<file path="config.mk">
export PLATFORM = sky130hd
export DESIGN_NAME = lru_key_value_cache_unit
export DESIGN_NICKNAME = d
export VERILOG_FILES = /design/src/rtl/lkv_pkg.sv /design/src/rtl/lkv_cell.sv /design/src/rtl/lru_key_value_cache_unit.sv
export SDC_FILE = /design/constraint.sdc
export NUM_CORES = 2
export LEC_CHECK = 0
export ABC_AREA = 1
export ABC_CLOCK_PERIOD_IN_PS = 21000
export BUFFER_PORTS_ARGS = -buffer_cell sky130_fd_sc_hd__buf_2
export CAP_MARGIN = 30
export CELL_PAD_IN_SITES_DETAIL_PLACEMENT = 1
export CELL_PAD_IN_SITES_GLOBAL_PLACEMENT = 1
export CORE_MARGIN = 3
export CORE_UTILIZATION = 30
export DETAILED_ROUTE_END_ITERATION = 10
export GPL_TIMING_DRIVEN = 0
export HOLD_SLACK_MARGIN = 0.03
export PLACE_DENSITY = 0.57
export SYNTH_ARGS = -nofsm -noshare
export SYNTH_HDL_FRONTEND = slang
export SYNTH_SLANG_ARGS = --single-unit
</file>
<file path="constraint.sdc">
create_clock -name clk -period 21 [get_ports clk]
set_input_delay 3.15 -clock clk [delete_from_list [all_inputs] [get_ports clk]]
set_output_delay 3.15 -clock clk [all_outputs]
set_load 0.01 [all_outputs]
</file>
<file path="src/rtl/lkv_pkg.sv">
`default_nettype none

package lkv_pkg;

    // Field widths fixed by the item format
    localparam int KEY_W = 32;
    localparam int VAL_W = 32;
    localparam int CAP_W = 5;

    localparam logic [CAP_W-1:0] CAP_RESET = 5'd16;

    // Opcodes
    localparam logic OP_GET = 1'b0;
    localparam logic OP_PUT = 1'b1;

    typedef struct packed {
        logic             opcode;
        logic [KEY_W-1:0] lookup_key;
        logic [VAL_W-1:0] write_value;
    } req_t;

    typedef struct packed {
        logic             hit;
        logic [VAL_W-1:0] read_value;
        logic             evicted;
        logic [KEY_W-1:0] evicted_key;
        logic [VAL_W-1:0] evicted_value;
    } rsp_t;

    // Broadcast to every cell for the item being applied
    typedef struct packed {
        logic promote;   // key found: move it to the head
        logic insert;    // put miss: push a new entry at the head
        logic evict;     // insert drops the tail entry
    } cell_cmd_t;

    // Where a cell sits relative to the occupied part of the row
    typedef struct packed {
        logic valid;
        logic prev_valid;
        logic tail;
    } cell_pos_t;

    // Passed from the tail end of the row towards the head
    typedef struct packed {
        logic             found;
        logic [VAL_W-1:0] found_value;
        logic [KEY_W-1:0] tail_key;
        logic [VAL_W-1:0] tail_value;
    } chain_t;

endpackage

`default_nettype wire

</file>
<file path="src/rtl/lkv_cell.sv">
`default_nettype none

// One recency slot. Cell 0 is the most recent entry.
module lkv_cell (
    input  wire logic                      clk,
    input  wire logic [lkv_pkg::KEY_W-1:0] lookup_key,
    input  wire lkv_pkg::cell_cmd_t        cmd,
    input  wire lkv_pkg::cell_pos_t        pos,
    input  wire logic [lkv_pkg::KEY_W-1:0] prev_key,
    input  wire logic [lkv_pkg::VAL_W-1:0] prev_value,
    output logic [lkv_pkg::KEY_W-1:0]      key,
    output logic [lkv_pkg::VAL_W-1:0]      value,
    input  wire lkv_pkg::chain_t           chain_in,
    output lkv_pkg::chain_t                chain_out
);

    logic [lkv_pkg::KEY_W-1:0] key_reg;
    logic [lkv_pkg::VAL_W-1:0] value_reg;
    logic                      match;
    logic                      shift_en;

    assign match = pos.valid && (key_reg == lookup_key);

    always_comb
    begin
        chain_out.found       = match | chain_in.found;
        chain_out.found_value = match ? value_reg : chain_in.found_value;
        chain_out.tail_key    = pos.tail ? key_reg : chain_in.tail_key;
        chain_out.tail_value  = pos.tail ? value_reg : chain_in.tail_value;
    end

    // Promote: every cell from the head down to the hit takes its neighbour.
    // Insert: the occupied cells move down; the tail falls off on eviction.
    always_comb
    begin
        if (cmd.promote)
            shift_en = chain_out.found;
        else if (cmd.insert)
            shift_en = pos.valid || (!cmd.evict && pos.prev_valid);
        else
            shift_en = 1'b0;
    end

    always_ff @(posedge clk)
    begin
        if (shift_en)
        begin
            key_reg   <= prev_key;
            value_reg <= prev_value;
        end
    end

    assign key   = key_reg;
    assign value = value_reg;

endmodule

`default_nettype wire

</file>
<file path="src/rtl/lru_key_value_cache_unit.sv">
`default_nettype none

// Fully associative key/value cache with least-recently-used replacement.
// Entries live in a row of ENTRIES cells kept in recency order: cell 0 holds
// the most recent entry and the occupied cells are always 0..count-1. Each
// get or put is taken into an input register; then every cell compares its
// key against it, the match and the tail entry ripple along the row to the
// head, and the row shifts by one place where needed while the response is
// loaded into the output register. A new item is therefore processed every
// cycle when the output side keeps up; out_valid rises once the item has moved
// from the input register into the output register, which an output stall can
// delay. The rate is set by the compare and hand-over chain through the cells,
// which is combinational between those two registers.
// There is no clearing pass after reset: the cache is empty immediately.
// The capacity register (reset 16) may be written at any time the block is
// idle; 0 behaves as 1 and values above ENTRIES behave as ENTRIES. Lowering
// it below the current fill makes each later insert evict one entry.
module lru_key_value_cache_unit #(
    parameter int ENTRIES = 16
) (
    input  wire logic                      clk,
    input  wire logic                      rst_n,
    // request channel
    input  wire logic                      in_valid,
    output logic                           in_stall,
    input  wire lkv_pkg::req_t             in_data,
    // response channel
    output logic                           out_valid,
    input  wire logic                      out_stall,
    output lkv_pkg::rsp_t                  out_data,
    // capacity register write
    input  wire logic                      cfg_valid,
    output logic                           cfg_ready,
    input  wire logic [lkv_pkg::CAP_W-1:0] cfg_data
);

    localparam int CW   = $clog2(ENTRIES + 1);
    localparam int CMPW = (CW > lkv_pkg::CAP_W) ? CW : lkv_pkg::CAP_W;

    // Input stage
    logic          req_valid_reg, req_valid_next;
    lkv_pkg::req_t req_reg, req_next;
    // Output stage
    logic          rsp_valid_reg, rsp_valid_next;
    lkv_pkg::rsp_t rsp_reg, rsp_next;
    // State
    logic [lkv_pkg::CAP_W-1:0] capacity_reg, capacity_next;
    logic [CW-1:0]             count_reg, count_next;

    logic              in_xfer;
    logic              fire;
    logic [CMPW-1:0]   cap_eff;
    logic              full;
    logic              is_put;
    lkv_pkg::cell_cmd_t cmd;

    logic [ENTRIES-1:0]     valid_vec;
    lkv_pkg::cell_pos_t     pos  [ENTRIES];
    lkv_pkg::chain_t        chain[ENTRIES+1];
    logic [lkv_pkg::KEY_W-1:0] cell_key  [ENTRIES+1];
    logic [lkv_pkg::VAL_W-1:0] cell_value[ENTRIES+1];

    // Handshakes: the item in the input register is applied when the
    // output register is empty or being drained this cycle.
    assign fire      = req_valid_reg && (!rsp_valid_reg || !out_stall);
    assign in_stall  = req_valid_reg && !fire;
    assign in_xfer   = in_valid && !in_stall;
    assign cfg_ready = 1'b1;

    // Effective capacity, clamped to 1..ENTRIES
    always_comb
    begin
        cap_eff = CMPW'(capacity_reg);
        if (capacity_reg == '0)
            cap_eff = CMPW'(1);
        else if (CMPW'(capacity_reg) > CMPW'(ENTRIES))
            cap_eff = CMPW'(ENTRIES);
    end

    assign full   = CMPW'(count_reg) >= cap_eff;
    assign is_put = (req_reg.opcode == lkv_pkg::OP_PUT);

    // Thermometer of occupied cells
    for (genvar i = 0; i < ENTRIES; i++)
    begin : g_pos
        assign valid_vec[i] = count_reg > CW'(i);
        always_comb
        begin
            pos[i].valid = valid_vec[i];
            if (i == 0)
                pos[i].prev_valid = 1'b1;
            else
                pos[i].prev_valid = valid_vec[(i == 0) ? 0 : i-1];
            if (i == ENTRIES-1)
                pos[i].tail = valid_vec[i];
            else
                pos[i].tail = valid_vec[i] && !valid_vec[(i == ENTRIES-1) ? i : i+1];
        end
    end

    always_comb
    begin
        cmd.promote = fire && chain[0].found;
        cmd.insert  = fire && !chain[0].found && is_put;
        cmd.evict   = full;
    end

    // Data entering the head cell
    assign cell_key[0]   = req_reg.lookup_key;
    assign cell_value[0] = is_put ? req_reg.write_value : chain[0].found_value;

    // Empty end of the chain
    assign chain[ENTRIES] = '0;

    for (genvar i = 0; i < ENTRIES; i++)
    begin : g_cell
        lkv_cell u_cell (
            .clk        (clk),
            .lookup_key (req_reg.lookup_key),
            .cmd        (cmd),
            .pos        (pos[i]),
            .prev_key   (cell_key[i]),
            .prev_value (cell_value[i]),
            .key        (cell_key[i+1]),
            .value      (cell_value[i+1]),
            .chain_in   (chain[i+1]),
            .chain_out  (chain[i])
        );
    end

    // Response
    always_comb
    begin
        rsp_next.hit           = chain[0].found;
        rsp_next.read_value    = (chain[0].found && !is_put) ? chain[0].found_value : '0;
        rsp_next.evicted       = !chain[0].found && is_put && full;
        rsp_next.evicted_key   = rsp_next.evicted ? chain[0].tail_key : '0;
        rsp_next.evicted_value = rsp_next.evicted ? chain[0].tail_value : '0;
    end

    // Control next state
    always_comb
    begin
        req_next       = in_xfer ? in_data : req_reg;
        req_valid_next = in_xfer ? 1'b1 : (fire ? 1'b0 : req_valid_reg);

        if (fire)
            rsp_valid_next = 1'b1;
        else if (!out_stall)
            rsp_valid_next = 1'b0;
        else
            rsp_valid_next = rsp_valid_reg;

        count_next = count_reg;
        if (cmd.insert && !full)
            count_next = count_reg + CW'(1);

        capacity_next = (cfg_valid && cfg_ready) ? cfg_data : capacity_reg;
    end

    always_ff @(posedge clk or negedge rst_n)
    begin
        if (!rst_n)
        begin
            req_valid_reg <= 1'b0;
            rsp_valid_reg <= 1'b0;
            count_reg     <= '0;
            capacity_reg  <= lkv_pkg::CAP_RESET;
        end
        else
        begin
            req_valid_reg <= req_valid_next;
            rsp_valid_reg <= rsp_valid_next;
            count_reg     <= count_next;
            capacity_reg  <= capacity_next;
        end
    end

    // Payload registers
    always_ff @(posedge clk)
    begin
        req_reg <= req_next;
        if (fire)
            rsp_reg <= rsp_next;
    end

    assign out_valid = rsp_valid_reg;
    assign out_data  = rsp_reg;

endmodule

`default_nettype wire

</file>
# Word-level counts from Yosys, hierarchy flattened
# Index checks and enable logic that the tools add are counted.
# W data, S select, Z words.
# word_totals
out_inout_bits	101
inputBits	75
reg_bits	1199
# classes
n_mux	87
n_reduce_logical	97
addsub	1
n_eq_ne	17
n_lt_le_gt_ge	18
bitwise_logic	15
# op_table
operator	n
$mux W32	49
$eq A32 B32 Y1	16
$logic_and A1 B1 Y1	56
$gt A5 B4 Y1 const B	8
$mux W1	36
$logic_not A1 Y1	22
$gt A5 B3 Y1 const B	4
$logic_or A1 B1 Y1	17
$or A1 B1 Y1	15
$gt A5 B1 Y1 const B	2
$gt A5 B2 Y1 const B	2
$mux W5	2
$add A5 B1 Y5 const B	1
$ge A5 B5 Y1	1
$gt A5 B5 Y1 const B	1
$logic_not A5 Y1	1
$ne A2 B1 Y1 const B	1
$reduce_bool A2 Y1	1

# Longest topological paths before layout
# logic_depth
ltp_word	22
ltp_mapped	35
ltp_nobuf	33

# Cells and area by module
# Synthesis repeated with hierarchy kept, for this count alone.
# unflattened
hier_cells	8515
hier_area_um2	72962.5
# by_module_without_submodules
mod	area_each_um2	instances	cells_each	seq_area_each_um2
lkv_cell	4090.2	16	495	1921.8
lru_key_value_cache_unit	7519.7	1	595	5196.2

# Worst setup path after synthesis
# OpenSTA, ideal clock, no wires.
# synth_timing
path_kind	input -> register
from	input out_stall
to	register g_cell[9].u_cell.key_reg, in the netlist g_cell[9].u_cell.key[0], enable pin
n_path_buf	1
required_ps	20426
arrival_ps	11615
slack_ps	8810
stages	6
cell_sequence	nand2_1 inv_1 nor2_1 clkbuf_1 nand2_1 o21ai_0
# synth_between
elab_chain_cells	7
# synth_lines
item	line_no	source
start, declared	lru_key_value_cache_unit.sv:29	input wire logic out_stall,
$logic_not A1 Y1 (*)	--	
$logic_or A1 B1 Y1 (*)	lru_key_value_cache_unit.sv:65	assign fire = req_valid_reg && (!rsp_valid_reg || !out_stall);
$logic_and A1 B1 Y1 (*)	lru_key_value_cache_unit.sv:65	
named net fire	lru_key_value_cache_unit.sv:51	logic fire;
$logic_and A1 B1 Y1 (2 in a row)	lru_key_value_cache_unit.sv:104	cmd.insert = fire && !chain[0].found && is_put;
$mux W1	lkv_cell.sv:38	else if (cmd.insert)
$mux W1 (*)	lkv_cell.sv:36	if (cmd.promote)
named net g_cell[9].u_cell.shift_en	lkv_cell.sv:20	logic shift_en;
end signal, assigned	lkv_cell.sv:48	key_reg <= prev_key;
end, declared	lkv_cell.sv:17	logic [lkv_pkg::KEY_W-1:0] key_reg;
# The timed path passes the listed nets; every way through them passes the cells marked *.
# A chain may end at the register's enable or synchronous reset.

# Worst setup path after layout
# layout_timing
from	register req_reg, in the netlist cell_key[515]
to	register g_cell[13].u_cell.value_reg, in the netlist g_cell[13].u_cell.value[2], enable pin
# layout_between
elab_chain_cells	22
# layout_lines
item	line_no	source
start, declared	lru_key_value_cache_unit.sv:42	lkv_pkg::req_t req_reg, req_next;
start signal, assigned	lru_key_value_cache_unit.sv:182	req_reg <= req_next;
$eq A32 B32 Y1	lkv_cell.sv:22	assign match = pos.valid && (key_reg == lookup_key);
$logic_and A1 B1 Y1	lkv_cell.sv:22	
$or A1 B1 Y1 (15 in a row)	lkv_cell.sv:26	chain_out.found = match | chain_in.found;
$logic_not A1 Y1	lru_key_value_cache_unit.sv:104	
$logic_and A1 B1 Y1 (2 in a row)	lru_key_value_cache_unit.sv:104	
$mux W1	lkv_cell.sv:38	
$mux W1 (*)	lkv_cell.sv:36	
named net g_cell[13].u_cell.shift_en	lkv_cell.sv:20	
end signal, assigned	lkv_cell.sv:49	value_reg <= prev_value;
end, declared	lkv_cell.sv:18	logic [lkv_pkg::VAL_W-1:0] value_reg;
# Marks and branches as above.

==> impl_metrics.csv <==
group,metric,value,unit
global_route,grt_use_total,23.3,%
synthesis,synth-edff-count,1187,
synthesis,ys_seq_area_share,60.9,%
power,switching_share,42.9,%
place,pre_cts_ws,13.40,ns
synthesis,yosysWarnings,0,
critical_path,critPathMaxFanout,10,
drt,wl,241000,um
critical_path,cp_slowest_stage_delay,0.80,ns
power,peakVddDrop,0.0000788,V
timing,tightest_slew,1.09,ns
power,p_int,5.49,mW
power,powerDensity,140,nW/um^2
place,gp_congestion,0.981,
timing,grt_setup_unrepaired,"no",
clock_tree,clk_pin_slew_worst_paths,0.06,ns
critical_path,crit_arrival,7.92,ns
global_route,grt_pass1_wl,343000,um
clock_tree,cts_buffers,141,
global_route,antenna_found_initial,5,
layout,area_growth,16.2,%
die,core.rowCount,162,
clock_tree,worst_skew_pair.late_latency,0.80,ns
power,switching_power,4.12,mW
power,p_comb_share,37.6,%
synthesis,synth-main-ff-cell,"edfxtp_1",
global_route,grt_max_degree,66,
timing,setup_viol,0,
worst_hold_path,worstHoldStart,"g_cell[8].u_cell.value[26]",
global_route,grt_pass1_vias,46900,
timing,post-route-min-period,7.43,ns
drt,ant_nets,0,
die,start_util,30.2,%
power,clockPowerShare,25.5,%
die,dieArea,202000,sq um
drt,vias_per_cell,4.98,
drt,firstDrtPassIters,5,
global_route,grt_overflow_total,0,
layout,multiInputGateArea,19900,sq um
synthesis,syn_area,59000,sq um
worst_hold_path,min_to,"g_cell[9].u_cell.value[26]",
clock_tree,clk_path_buf_depth,3,
timing,final.setup.worst_slack,13.57,ns
synthesis,ys_types,57,
synthesis,synth-seq-cells,1199,
synthesis,synth_common_cells,"nand2_1, edfxtp_1, inv_1",
drt,post-route-drc-count,0,
critical_path,r2r_cells,26,
timing,fmax,135,MHz
clock_tree,htreeDepth,4,
die,io_pins,176,
timing,finalSetupTns,0,ns
clock_tree,holdBufCountCts,0,
run_status,status,"finished, final reports clean",
clock_tree,cts_setup_buffers,0,
clock_tree,cts_sinks,1199,
power,seq_power_share,36.9,%
critical_path,start_kind,"flip-flop",
critical_path,r2r_end,"g_cell[13].u_cell.value[2]",
worst_hold_path,whs_path_depth,0,
flow_run,drv_cap,0,
synthesis,syn_avg_cell_area,9.83,sq um
die,fp.dieH,450,um
timing,finalCritPeriodShare,35.4,%
die,dieWidth,450,um
die,core,195000,sq um
critical_path,rrSetupSlack,13.57,ns
drt,wire_per_inst,26.4,um
drt,initialDrtViolationCount,4230,
timing,clock_skew,0.0282,ns
worst_hold_path,hold_class,"flip-flop to flip-flop",
timing,slew_viol_final,0,
critical_path,cp.buffers_inverters,9,
synthesis,ys_async_sr_fraction,1.00,%
synthesis,syn_inst,6006,
power,p_leak,26.5,nW
synthesis,syn_nets,6091,
drt,num_vias,45400,
layout,fill_cells,22200,
synthesis,synth_top_area_share,60.4,%
timing,finalHoldWorstSlack,0.438,ns
timing,worst_slew_margin_rel,27.2,%
critical_path,required,21.49,ns
place,portBuffers,173,
synthesis,synth_top_area_cell,"edfxtp_1",
critical_path,endpoint_kind,"flip-flop",
clock_tree,postCtsResizedCells,0,
critical_path,reg2reg_from,"cell_key[515]",
layout,drive_gt1_share,11.8,%
critical_path,crit_type,"flip-flop to flip-flop",
layout,seqCellArea,35900,sq um
synthesis,synth_most_common_cell,"nand2_1",
critical_path,cp_slowest_cell,"edfxtp_1",
critical_path,crit_family,"simple AND/OR/NAND/NOR gates",
layout,nets,6465,
timing,hold_violations,0,
synthesis,yosys-top-cells-area,"edfxtp_1, nand2_1, inv_1",
clock_tree,root_buffer,"clkbuf_16",
place,hpwl,197000,um
clock_tree,cts_tree,"done",
-- worst max path at each step --
stage	depth (start not counted)	slack, ns	end	start
2_1_floorplan	6	8.81	g_cell[9].u_cell.key[0]	out_stall
3_3_place_gp	7	1.17	g_cell[15].u_cell.value[4]	out_stall
4_1_cts	23	13.73	g_cell[3].u_cell.value[5]	cell_key[531]
3_5_place_dp	10	13.40	g_cell[3].u_cell.value[5]	out_stall
6_report	26	13.57	g_cell[13].u_cell.value[2]	cell_key[515]
5_1_grt	23	13.35	g_cell[3].u_cell.value[5]	cell_key[531]
-- through the flow --
step | instances | util (%) | cell area (sq um) | power (mW)
after detailed placement | 8860 | 32.9 | 64100 | 7.14
after floorplan | 6006 | - | 59000 | 5.25
after CTS | 9120 | 35.1 | 68600 | 9.60
after global routing | 9122 | 35.1 | 68600 | 9.98
after global placement | 8803 | 32.4 | 63200 | 7.09
final | 9125 | 35.1 | 68600 | 9.62
-- area by class of cell --
cell class | instances | area share [%]
multi-input combinational | 3981 | 29.1
sequential | 1199 | 52.4
clock inverter | 82 | 1.05
antenna | 4 | 0.0146
buffer | 333 | 2.15
timing repair buffer | 231 | 2.40
tap | 2624 | 4.79
clock buffer | 178 | 5.44
inverter | 493 | 2.70
-- routing by layer --
| layer | vias to the layer above | share of wire (%) | track usage [%] |
|---|---|---|---|
| li1 | 21200 | - | - |
| met1 | 22300 | 44 | 30.9 |
| met2 | 1535 | 47 | 38.4 |
| met3 | 394 | 5.6 | 3.19 |
| met4 | 0 | 4.4 | 9.58 |
| met5 | - | 0 | 0 |
-- cell families after synthesis --
family,count (synthesis),share of synthesized area (%)
XOR/XNOR,332,4.93
AO/OA/AOI/OAI,727,7.28
AND/OR/NAND/NOR,2908,21.0
multiplexers,3,0.0509
flip-flops,1199,60.9
buffers and inverters,826,5.62
adder cells (fa/ha/maj),10,0.212
other,1,0.00635
-- cell usage in the layout (no fill, tap or decap), types with 27 or more instances in the layout --
master and count:
a41oi_1 30, o21ai_0 277, nand2_1 1860, o22ai_1 50, clkbuf_16 144, nor2_1 354, o21ai_1 29, or2_2 171
buf_2 246, clkinv_1 38, a21oi_1 181, o2111ai_1 51, clkbuf_1 246, buf_4 51, inv_1 459, nand3_1 240
xnor2_1 155, edfxtp_1 1187, xor2_1 177, a31oi_1 27, o211ai_1 31, nor4_1 45, nand4_1 186
-- power groups by stage --
stage          sequential (mW)  combinational, mW  clock (mW)
2_1_floorplan             3.55               1.71           0
3_3_place_gp              3.67               3.42           0
3_5_place_dp              3.59               3.55           0
4_1_cts                   3.55               3.57        2.49
5_1_grt                   3.60               3.81        2.57
6_report                  3.55               3.62        2.45
Note: power is estimated with default switching activity, not from simulation.
